[src/hdl/fss_pkg.sv]
// ----------------------------------------------------------------------------
// fss_pkg: shared types and constants of the feeder step sequencer
// Item, result, register and state layouts, command and register codes.
// ----------------------------------------------------------------------------
package fss_pkg;

  // Command codes carried by the cmd field
  localparam logic [1:0] CMD_SPEED_RUN = 2'd0;
  localparam logic [1:0] CMD_ONCE      = 2'd1;
  localparam logic [1:0] CMD_BURST     = 2'd2;
  localparam logic [1:0] CMD_STOP      = 2'd3;

  // Register indexes on the configuration port
  localparam logic [2:0] CFG_JAM_BACKOFF = 3'd0;
  localparam logic [2:0] CFG_SLOT_ANGLE  = 3'd1;
  localparam logic [2:0] CFG_STEP_DELAY  = 3'd2;
  localparam logic [2:0] CFG_HOLD_TO_AUTO = 3'd3;
  localparam logic [2:0] CFG_BURST_STEPS = 3'd4;
  localparam logic [2:0] CFG_RUN_SPEED   = 3'd5;
  localparam logic [2:0] CFG_FEED_DIR    = 3'd6;

  // Drive command kinds
  localparam logic DRIVE_ANGLE = 1'b0;
  localparam logic DRIVE_SPEED = 1'b1;

  // Register reset values
  localparam logic [15:0] RST_JAM_BACKOFF  = 16'd960;
  localparam logic [12:0] RST_SLOT_ANGLE   = 13'd720;
  localparam logic [15:0] RST_STEP_DELAY   = 16'd50;
  localparam logic [15:0] RST_HOLD_TO_AUTO = 16'd300;
  localparam logic [7:0]  RST_BURST_STEPS  = 8'd3;
  localparam logic [15:0] RST_RUN_SPEED    = 16'd0;
  localparam logic [1:0]  RST_FEED_DIR     = 2'sd1;

  // Steps added per tick in free-fire, and back-off arrival window
  localparam logic [9:0]  FREEFIRE_ADD = 10'd500;
  localparam logic [32:0] JAM_TOL      = 33'd48;

  typedef struct packed {
    logic [1:0]         cmd;
    logic               trigger;
    logic signed [31:0] real_angle;
    logic               jam_flag;
    logic signed [1:0]  speed_sign;
    logic [31:0]        now_ms;
  } item_t;

  typedef struct packed {
    logic [15:0]        jam_backoff_angle;
    logic [12:0]        slot_angle;
    logic [15:0]        step_delay_ms;
    logic [15:0]        hold_to_auto_ms;
    logic [7:0]         burst_steps;
    logic signed [15:0] run_speed;
    logic signed [1:0]  feed_direction;
  } cfg_t;

  typedef struct packed {
    logic        jam_handling;
    logic [31:0] soft_target;
    logic [31:0] last_step_ms;
    logic        hold_active;
    logic [31:0] hold_start_ms;
    logic        once_done;
    logic        burst_done;
  } state_t;

  typedef struct packed {
    logic               drive_kind;
    logic signed [31:0] drive_value;
    logic               jam_active;
    logic [15:0]        steps_pending;
  } res_t;

endpackage

[src/hdl/fss_step_logic.sv]
// ----------------------------------------------------------------------------
// fss_step_logic: next-state and drive command for one control tick
// Mode handling, step pacing, saturating step count and jam back-off.
// ----------------------------------------------------------------------------
module fss_step_logic #(
  parameter int STEP_COUNT_WIDTH = 16
) (
  input  fss_pkg::item_t               item,
  input  fss_pkg::cfg_t                cfg,
  input  fss_pkg::state_t              st,
  input  logic [STEP_COUNT_WIDTH-1:0]  steps,
  output fss_pkg::state_t              st_nxt,
  output logic [STEP_COUNT_WIDTH-1:0]  steps_nxt,
  output fss_pkg::res_t                res
);

  localparam int SUM_W = STEP_COUNT_WIDTH + 10;

  logic signed [32:0]          diff;
  logic [32:0]                 abs_gap;
  logic [34:0]                 abs_gap3;
  logic                        near_jam;
  logic                        near_slot;
  logic                        delay_ok;
  logic [31:0]                 backoff32;
  logic [31:0]                 slot32;
  logic [31:0]                 jam_target;
  logic                        jam_taken;
  logic                        jh_react;
  logic [31:0]                 st_react;
  logic [31:0]                 hold_start;
  logic                        do_add;
  logic                        clr_steps;
  logic                        run_loc;
  logic                        angle_out;
  logic [9:0]                  addend;
  logic [SUM_W-1:0]            sum;
  logic [STEP_COUNT_WIDTH-1:0] steps_mid;
  logic [31:0]                 steps_ext;

  // Distance between rotor and target, signed 32-bit interpretation
  always_comb begin
    diff     = $signed({item.real_angle[31], item.real_angle})
             - $signed({st.soft_target[31], st.soft_target});
    abs_gap  = diff[32] ? 33'(-diff) : 33'(diff);
    abs_gap3 = {2'b00, abs_gap} + {1'b0, abs_gap, 1'b0};
    near_jam  = (abs_gap <= fss_pkg::JAM_TOL);
    near_slot = (abs_gap3 <= {22'd0, cfg.slot_angle});
    delay_ok  = ((item.now_ms - st.last_step_ms) > {16'd0, cfg.step_delay_ms});
  end

  // Jam reaction: back off against the speed sign, or finish the back-off
  always_comb begin
    backoff32 = {16'd0, cfg.jam_backoff_angle};
    slot32    = {19'd0, cfg.slot_angle};
    if (item.speed_sign == 2'sd1) begin
      jam_target = 32'(item.real_angle) - backoff32;
    end else if (item.speed_sign[1]) begin
      jam_target = 32'(item.real_angle) + backoff32;
    end else begin
      jam_target = 32'(item.real_angle);
    end
    jam_taken = item.jam_flag || st.jam_handling;
    if (item.jam_flag) begin
      jh_react = !st.jam_handling;
      st_react = st.jam_handling ? st.soft_target : jam_target;
    end else begin
      jh_react = st.jam_handling && !near_jam;
      st_react = st.soft_target;
    end
  end

  always_comb begin
    st_nxt     = st;
    do_add     = 1'b0;
    clr_steps  = 1'b0;
    run_loc    = 1'b0;
    angle_out  = 1'b0;
    addend     = '0;
    hold_start = st.hold_start_ms;
    res.drive_kind  = fss_pkg::DRIVE_ANGLE;
    res.drive_value = '0;

    case (item.cmd)
      fss_pkg::CMD_SPEED_RUN: begin
        st_nxt.jam_handling = jh_react;
        if (jam_taken) begin
          res.drive_value = $signed(st_react);
        end else begin
          res.drive_kind  = fss_pkg::DRIVE_SPEED;
          res.drive_value = 32'(cfg.run_speed);
        end
        st_nxt.soft_target = 32'(item.real_angle);
      end
      fss_pkg::CMD_ONCE: begin
        angle_out          = 1'b1;
        st_nxt.hold_active = item.trigger;
        if (item.trigger) begin
          if (!st.hold_active) begin
            hold_start = item.now_ms;
          end
          st_nxt.hold_start_ms = hold_start;
          run_loc = 1'b1;
          if ((item.now_ms - hold_start) > {16'd0, cfg.hold_to_auto_ms}) begin
            do_add = 1'b1;
            addend = fss_pkg::FREEFIRE_ADD;
          end else if (!st.once_done) begin
            do_add = 1'b1;
            addend = 10'd1;
            st_nxt.once_done = 1'b1;
          end
        end else begin
          st_nxt.once_done = 1'b0;
          clr_steps = 1'b1;
        end
      end
      fss_pkg::CMD_BURST: begin
        angle_out = 1'b1;
        if (item.trigger) begin
          run_loc = 1'b1;
          if (!st.burst_done) begin
            do_add = 1'b1;
            addend = {2'b00, cfg.burst_steps};
            st_nxt.burst_done = 1'b1;
          end
        end else begin
          st_nxt.burst_done = 1'b0;
          clr_steps = 1'b1;
        end
      end
      default: begin
        res.drive_kind  = fss_pkg::DRIVE_SPEED;
        res.drive_value = '0;
      end
    endcase

    // Saturating add of new steps, or clear on trigger release
    sum = {10'd0, steps} + SUM_W'(addend);
    if (clr_steps) begin
      steps_mid = '0;
    end else if (do_add) begin
      steps_mid = (|sum[SUM_W-1:STEP_COUNT_WIDTH]) ? '1 : sum[STEP_COUNT_WIDTH-1:0];
    end else begin
      steps_mid = steps;
    end
    steps_nxt = steps_mid;

    // Angle-mode step: jam handling wins, else advance one slot on arrival
    if (run_loc) begin
      st_nxt.jam_handling = jh_react;
      if (jam_taken) begin
        st_nxt.soft_target = st_react;
      end else if (near_slot && delay_ok && (steps_mid != '0)) begin
        if (cfg.feed_direction == 2'sd1) begin
          st_nxt.soft_target = st.soft_target + slot32;
        end else if (cfg.feed_direction[1]) begin
          st_nxt.soft_target = st.soft_target - slot32;
        end
        steps_nxt           = steps_mid - STEP_COUNT_WIDTH'(1);
        st_nxt.last_step_ms = item.now_ms;
      end
    end

    if (angle_out) begin
      res.drive_value = $signed(st_nxt.soft_target);
    end

    steps_ext         = 32'(steps_nxt);
    res.jam_active    = st_nxt.jam_handling;
    res.steps_pending = (|steps_ext[31:16]) ? 16'hFFFF : steps_ext[15:0];
  end

endmodule

[src/hdl/feeder_step_sequencer_with_jam_backoff_top.sv]
// ----------------------------------------------------------------------------
// feeder_step_sequencer_with_jam_backoff_top: feeder drive command sequencer
// Turns one control tick into one angle or speed command for the feed motor.
// ----------------------------------------------------------------------------
// A tick is taken into an input register, the next-state logic works on it
// combinationally against the stored state, and a result register holds the
// command until the output side takes it. One tick enters per clock while
// the output side takes each command. in_ready is high while the input
// register is empty or the result register is empty or being drained.
// Registers may be rewritten only while no tick is in flight.
module feeder_step_sequencer_with_jam_backoff_top #(
  parameter int STEP_COUNT_WIDTH = 16
) (
  input  logic               clk,
  input  logic               rst_n,
  // configuration
  input  logic               cfg_we,
  input  logic [2:0]         cfg_addr,
  input  logic [15:0]        cfg_wdata,
  // tick input
  input  logic               in_valid,
  output logic               in_ready,
  input  logic [1:0]         in_cmd,
  input  logic               in_trigger,
  input  logic signed [31:0] in_real_angle,
  input  logic               in_jam_flag,
  input  logic signed [1:0]  in_speed_sign,
  input  logic [31:0]        in_now_ms,
  // drive command output
  output logic               out_valid,
  input  logic               out_ready,
  output logic               out_drive_kind,
  output logic signed [31:0] out_drive_value,
  output logic               out_jam_active,
  output logic [15:0]        out_steps_pending
);

  fss_pkg::cfg_t               cfg_r;
  fss_pkg::item_t              item_r;
  logic                        item_valid_r;
  fss_pkg::state_t             st_r;
  fss_pkg::state_t             st_nxt;
  logic [STEP_COUNT_WIDTH-1:0] steps_r;
  logic [STEP_COUNT_WIDTH-1:0] steps_nxt;
  fss_pkg::res_t               res_nxt;
  fss_pkg::res_t               res_r;
  logic                        out_valid_r;
  logic                        res_open;
  logic                        advance;

  assign res_open = !out_valid_r || out_ready;
  assign advance  = item_valid_r && res_open;
  assign in_ready = !item_valid_r || res_open;

  // Register file
  always_ff @(posedge clk) begin
    if (!rst_n) begin
      cfg_r.jam_backoff_angle <= fss_pkg::RST_JAM_BACKOFF;
      cfg_r.slot_angle        <= fss_pkg::RST_SLOT_ANGLE;
      cfg_r.step_delay_ms     <= fss_pkg::RST_STEP_DELAY;
      cfg_r.hold_to_auto_ms   <= fss_pkg::RST_HOLD_TO_AUTO;
      cfg_r.burst_steps       <= fss_pkg::RST_BURST_STEPS;
      cfg_r.run_speed         <= fss_pkg::RST_RUN_SPEED;
      cfg_r.feed_direction    <= fss_pkg::RST_FEED_DIR;
    end else if (cfg_we) begin
      unique case (cfg_addr)
        fss_pkg::CFG_JAM_BACKOFF:  cfg_r.jam_backoff_angle <= cfg_wdata;
        fss_pkg::CFG_SLOT_ANGLE:   cfg_r.slot_angle        <= cfg_wdata[12:0];
        fss_pkg::CFG_STEP_DELAY:   cfg_r.step_delay_ms     <= cfg_wdata;
        fss_pkg::CFG_HOLD_TO_AUTO: cfg_r.hold_to_auto_ms   <= cfg_wdata;
        fss_pkg::CFG_BURST_STEPS:  cfg_r.burst_steps       <= cfg_wdata[7:0];
        fss_pkg::CFG_RUN_SPEED:    cfg_r.run_speed         <= cfg_wdata;
        fss_pkg::CFG_FEED_DIR:     cfg_r.feed_direction    <= cfg_wdata[1:0];
        default: ;
      endcase
    end
  end

  // Input register
  always_ff @(posedge clk) begin
    if (!rst_n) begin
      item_valid_r <= 1'b0;
    end else if (in_ready) begin
      item_valid_r <= in_valid;
    end
  end

  always_ff @(posedge clk) begin
    if (in_ready && in_valid) begin
      item_r.cmd        <= in_cmd;
      item_r.trigger    <= in_trigger;
      item_r.real_angle <= in_real_angle;
      item_r.jam_flag   <= in_jam_flag;
      item_r.speed_sign <= in_speed_sign;
      item_r.now_ms     <= in_now_ms;
    end
  end

  fss_step_logic #(
    .STEP_COUNT_WIDTH (STEP_COUNT_WIDTH)
  ) u_step (
    .item      (item_r),
    .cfg       (cfg_r),
    .st        (st_r),
    .steps     (steps_r),
    .st_nxt    (st_nxt),
    .steps_nxt (steps_nxt),
    .res       (res_nxt)
  );

  // Sequencer state: commit when the tick moves into the result register
  always_ff @(posedge clk) begin
    if (!rst_n) begin
      st_r    <= '0;
      steps_r <= '0;
    end else if (advance) begin
      st_r    <= st_nxt;
      steps_r <= steps_nxt;
    end
  end

  // Result register
  always_ff @(posedge clk) begin
    if (!rst_n) begin
      out_valid_r <= 1'b0;
    end else if (res_open) begin
      out_valid_r <= item_valid_r;
    end
  end

  always_ff @(posedge clk) begin
    if (advance) begin
      res_r <= res_nxt;
    end
  end

  assign out_valid         = out_valid_r;
  assign out_drive_kind    = res_r.drive_kind;
  assign out_drive_value   = res_r.drive_value;
  assign out_jam_active    = res_r.jam_active;
  assign out_steps_pending = res_r.steps_pending;

endmodule

[config.mk]
export PLATFORM = sky130hd
export DESIGN_NAME = feeder_step_sequencer_with_jam_backoff_top
export DESIGN_NICKNAME = d
export VERILOG_FILES = /design/src/hdl/fss_pkg.sv /design/src/hdl/fss_step_logic.sv /design/src/hdl/feeder_step_sequencer_with_jam_backoff_top.sv
export SDC_FILE = /design/constraint.sdc
export NUM_CORES = 1
export LEC_CHECK = 0
export ABC_AREA = 1
export BUFFER_PORTS_ARGS = -buffer_cell sky130_fd_sc_hd__buf_2
export CAP_MARGIN = 20
export CORE_MARGIN = 4
export CORE_UTILIZATION = 55
export DETAILED_ROUTE_END_ITERATION = 8
export PLACE_DENSITY = 0.73
export SLEW_MARGIN = 5
export SYNTH_ARGS = -nofsm -noshare
export SYNTH_HDL_FRONTEND = slang
export SYNTH_SLANG_ARGS = --single-unit
[constraint.sdc]
create_clock -name clk -period 9.56 [get_ports clk]
set_input_delay 1.912 -clock clk [delete_from_list [all_inputs] [get_ports clk]]
set_output_delay 1.912 -clock clk [all_outputs]
set_load 0.02 [all_outputs]
; Yosys cells after proc, flatten, opt, wreduce, memory -nomap -nowiden
; Index checks and enable logic that the tools add are counted.
[word_totals]
reg_bits = 325
output_inout_bits = 52
wordCells = 128
[op_classes]
reduce_logical = 29
bitwise = 1
n_eq_ne = 11
muxes = 45
addsub = 11
magnitude_cmp = 4
[op_table]
columns = cell, n
row1 = 32-bit two-way mux, 13
row2 = 16-bit two-way mux, 6
row3 = 33-bit two-way mux, 2
row4 = 33-bit one-hot mux with 2 select lines, 1
row5 = 65-bit two-way mux, 1
row6 = 32-bit by 16-bit > comparator with 1-bit output, 2
row7 = 64-bit two-way mux, 1
row8 = 32-bit subtractor, 2
row9 = 33-bit by 34-bit adder with 35-bit output, 1
row10 = 35-bit by 13-bit <= comparator with 1-bit output, 1
row11 = 33-bit by 6-bit <= comparator with 1-bit output (second input constant), 1
row12 = 33-bit negation, 1
row13 = 32-bit by 32-bit subtractor with 33-bit output, 1
row14 = 32-bit by 13-bit adder with 32-bit output, 1
row15 = 32-bit by 16-bit adder with 32-bit output, 1
row16 = 32-bit by 13-bit subtractor with 32-bit output, 1
row17 = 32-bit by 16-bit subtractor with 32-bit output, 1
row18 = 10-bit two-way mux, 3
row19 = 10-bit one-hot mux with 2 select lines, 1
row20 = 2-bit AND reduction, 9
row21 = 16-bit by 10-bit adder with 17-bit output, 1
row22 = 16-bit nonzero test, 1
row23 = 16-bit by 1-bit subtractor with 16-bit output (second input constant), 1
row24 = 1-bit two-way mux, 15
row25 = 18 further kinds, 33

; Longest topological paths before layout
[logic_depth]
depth_word = 19
depth_mapped = 57
ltp_nobuf = 54

; Hierarchy
; Synthesis repeated with hierarchy kept, for this count alone.
[unflattened]
cells_unflattened = 5211
area_unflattened_um2 = 32792.7
[by_module_without_submodules]
columns = module, cells_each, area_each_um2, seq_area_each_um2, instances
row1 = fss_step_logic, 3960, 20993.9, 0.0, 1
row2 = feeder_step_sequencer_with_jam_backoff_top, 1251, 11798.8, 7707.4, 1

; Worst setup path before layout
; No wires, ideal clock.
[synth_path]
path_kind = flip-flop to flip-flop
from = register st_r[34] (netlist bit)
to = register res_r, in the netlist out_steps_pending[15] (data pin)
period_less_slack_ns = 6.936
arrival_time_ns = 6.679
slack_ns = 2.624
path_stages_with_launch = 52
path_buffers = 5
setup_ns = 0.257
path_cell_list = dfxtp_1 -> buf_2 -> buf_1 -> mux2i_1 -> ha_1 -> buf_6 -> a21oi_2 -> nand2_1 -> nand2_1 -> nand2_1 -> nand2_1 -> nand2_1 -> xor2_1 -> ha_1 -> a21oi_1 -> o21ai_0 -> nor2_1 -> nand2_1 -> (+16 left out) -> nor2_2 -> buf_2 -> or2_2 -> nand3_1 -> nand2_1 -> nand2_1 -> ha_1 -> nand2_1 -> inv_1 -> nand2_1 -> nor2_2 -> nand2_4 -> nand3_2 -> inv_2 -> buf_6 -> nand2_1 -> xor2_1 -> inv_1
[synth_rtl]
columns = item, line_no
row1 = "start, declared", feeder_step_sequencer_with_jam_backoff_top.sv:41  ; fss_pkg::state_t st_r;
row2 = "start signal, assigned", feeder_step_sequencer_with_jam_backoff_top.sv:117  ; st_r <= st_nxt;
row3 = "end signal, assigned", feeder_step_sequencer_with_jam_backoff_top.sv:133  ; res_r <= res_nxt;
row4 = "end, declared", feeder_step_sequencer_with_jam_backoff_top.sv:46  ; fss_pkg::res_t res_r;

==> reports/results.txt <==
TritonCTS Buffers: 39
Setup TNS: 0 ns
Slew Limit Headroom: 23.7%
Port Buffers: 145
first-pass iteration count of the detailed router: 6
DR vias: 31700
xor/xnor cell area share of the yosys netlist: 4.04%
register area share after synthesis: 25.4%
post-DP HPWL: 83200 um
die area: 59100 sq um
Max Clk Rate: 0.118 GHz
Yosys top cell area share: 13.8%
maximum number of pins on one net before global-route repair: 94
final net count: 5163
compound-cell area share of the yosys netlist: 18.6%
Synth Area in Simple Gates: 28.7%
Synth Warn #: 0
minimum clock period: 8.46 ns
# IOs: 146
worst hold endpoint: cfg_r[21]
Yosys reg bits: 325
total wire length: 107000 um
Yosys cell types: 60
Layout area overhead: 8.18%
CP max FO: 36
Req. time, crit path: 9.95 ns
Post-synth ARST share: 0%
RR Endpoint: out_drive_value[3]
worst r2r path cells: 47
Yosys top cell by area: nand2_1
remaining antenna violation count: 0
Vias/cell: 5.75
CTS Buffer Depth: 3
layout filler cell count: 5428
Worst setup SP type: flip-flop
CTS Sinks: 325
Initial Util: 56.0%
CP max stage cell: dfxtp_4
Syn Inst Count: 4707
drc violations: 0
Skew-Pair Late Insertion Delay: 0.58 ns
RSZ-0062 raised after global routing: no
clock-pin slew on the worst setup and hold paths: 0.06 ns
core area: 54200 sq um
GPL Wtd Cong: 1.02
ranking of synthesized cells by area: nand2_1 (14%), dfxtp_1 (14%), edfxtp_1 (12%), ha_1 (12%), inv_1 (8.0%)
initial antenna violation count: 6
WHS Path Cells: 2
PwrDens: 181 nW/um^2
CP most frequent cell: nand2_1
mux cell area share after synthesis: 0.956%
GRT Total Usage: 34.9%
largest family of logic cells by synthesized area: simple AND/OR/NAND/NOR gates
status: completed
max cap viols: 0
n_diodes: 0
Hold WS: 0.455 ns
Crit Path Class: flip-flop to flip-flop
number of synthesized flops with an enable pin: 120
Setup violations, final: 0
Setup Skew: 0.0389 ns
Post-CTS Hold Buffers: 0
Synth Flop Type: dfxtp_1
syn nets: 5091
first-pass GRT wire length: 165000 um
final critical-path share of the clock period: 88.5%
Setup WS post-layout: 1.10 ns
Mean Syn Cell Area: 6.45 sq um
Rows: 85
H-Tree Depth: 2
Crit path arrival time: 8.85 ns
Cell Area, Synth: 30400 sq um
Die Width: 243 um
drt wl/cell: 19.4 um
vias in the first global route: 29700
share of layout cells above drive strength 1: 6.43%
Post-Synth Adder-Cell Area: 12.2%
max incr delay on CP: 0.71 ns
HP Start: cfg_r[21]
Hold Crit Class: flip-flop to flip-flop
dpl ws: 0.845 ns
Leak: 0.0156 uW
initial DRC count: 2842
aggregate global routing overflow: 0
clk root buf: clkbuf_16
hold violation total from the final report: 0
Worst-Margin Slew: 1.14 ns
CTS tree: yes
die height: 243 um
reg2reg start: st_r[34]
worst reg2reg setup slack: 1.10 ns
maximum vdd drop: 0.169 mV
most common cell in the netlist: nand2_1
Synth top cells by count: nand2_1 (1117), inv_1 (646), nor2_1 (481)
Slew Limit Fails: 0
critical path capture point type: flip-flop
==> layer usage <==
layer / wire length, um / vias to the layer above / global-route usage (%)
li1: - / 15700 / -
met1: 43900 / 14400 / 44.2
met2: 48800 / 1257 / 58.6
met3: 7680 / 317 / 4.44
met4: 6590 / 6 / 17.9
met5: 40 / - / 0
==> where the power goes <==
group | leakage (uW) | switching (uW) | total (uW) | internal [uW]
Sequential | 0.00283 | 83.3 | 1590 | 1510
Clock | 0.000614 | 643 | 1490 | 845
Combinational | 0.0121 | 1900 | 2880 | 976
Total | 0.0156 | 2630 | 5960 | 3330
==> cells by family (layout without fill, tap and decap cells) <==
family	after synthesis	in the layout
muxes	29	29
AOI/OAI and AO/OA	1045	1045
buffers and inverters	806	908
and+or+nand+nor	2072	2072
adders and majority gates	290	290
xor gates and xnor gates	140	140
DFF	325	325
==> worst max path at each step <==
stage          startpoint               endpoint  slack (ns)
6_report         st_r[34]     out_drive_value[3]        1.10
5_1_grt          st_r[34]     out_drive_value[3]        0.20
4_1_cts          st_r[34]     out_drive_value[4]        0.79
3_5_place_dp     st_r[34]     out_drive_value[4]        0.84
3_3_place_gp     st_r[34]     out_drive_value[3]         1.0
2_1_floorplan    st_r[34]  out_steps_pending[15]        2.62
==> flip-flops by register name (all words and copies together), names as in the netlist <==
register	flops
steps_r	16
out_drive_value	32
item_valid_r	1
st_r	100
out_valid	1
item_r	70
out_jam_active	1
out_drive_kind	1
cfg_r	87
out_steps_pending	16
==> timing repair <==
item                                   in CTS  in global routing
buffers inserted                            0                  0
setup endpoints to repair                   0                 47
resized for setup                           0                  1
endpoints found under the hold margin       0                  0
==> area by class of cell <==
type	count	area, sq um	share of cell area (%)
timing repair buffer	171	956	2.91
clock buffer	58	1160	3.53
sequential	325	7710	23.5
multi-input combinational	3576	19600	59.6
inverter	666	2500	7.62
clock inverter	13	80.1	0.244
tap	696	871	2.65
==> placed cells by master, fill, tap and decap left out, drive strengths merged, types with 6 or more instances in the layout <==
master,n
buf,171
dfxtp,205
o21bai,15
mux2i,29
a31oi,13
nor3,53
ha,281
o21ai,443
nand2,1132
or2,19
a21o,23
nand4,64
nand3b,21
nand3,260
inv,660
xnor2,26
o2111ai,13
o211ai,36
xor2,114
fa,9
o31ai,6
and2,6
clkbuf,58
edfxtp,120
nor4,15
o221ai,6
clkinv,18
o21a,7
nor2,496
a21boi,9
o22ai,8
a21oi,449
==> critical path: cells and delay by family, from the launching register on <==
kind	cells	cell delay, ns
xor+xnor	1	0.23
flops	1	0.71
fa+ha+maj	5	1.51
simple gates	31	3.78
buf+inv	4	0.78
compound gates	6	1.27
==> metrics by stage <==
stage / util, % / cell area (sq um) / total power (uW) / cells
floorplan: - / 30400 / 3720 / 4707
global placement: 58.2 / 31600 / 4420 / 5432
detailed placement: 58.3 / 31600 / 4440 / 5433
CTS: 60.5 / 32800 / 5940 / 5504
global route: 60.6 / 32900 / 6420 / 5505
finish: 60.6 / 32900 / 5960 / 5505
Note: power is estimated with default switching activity, not from simulation.
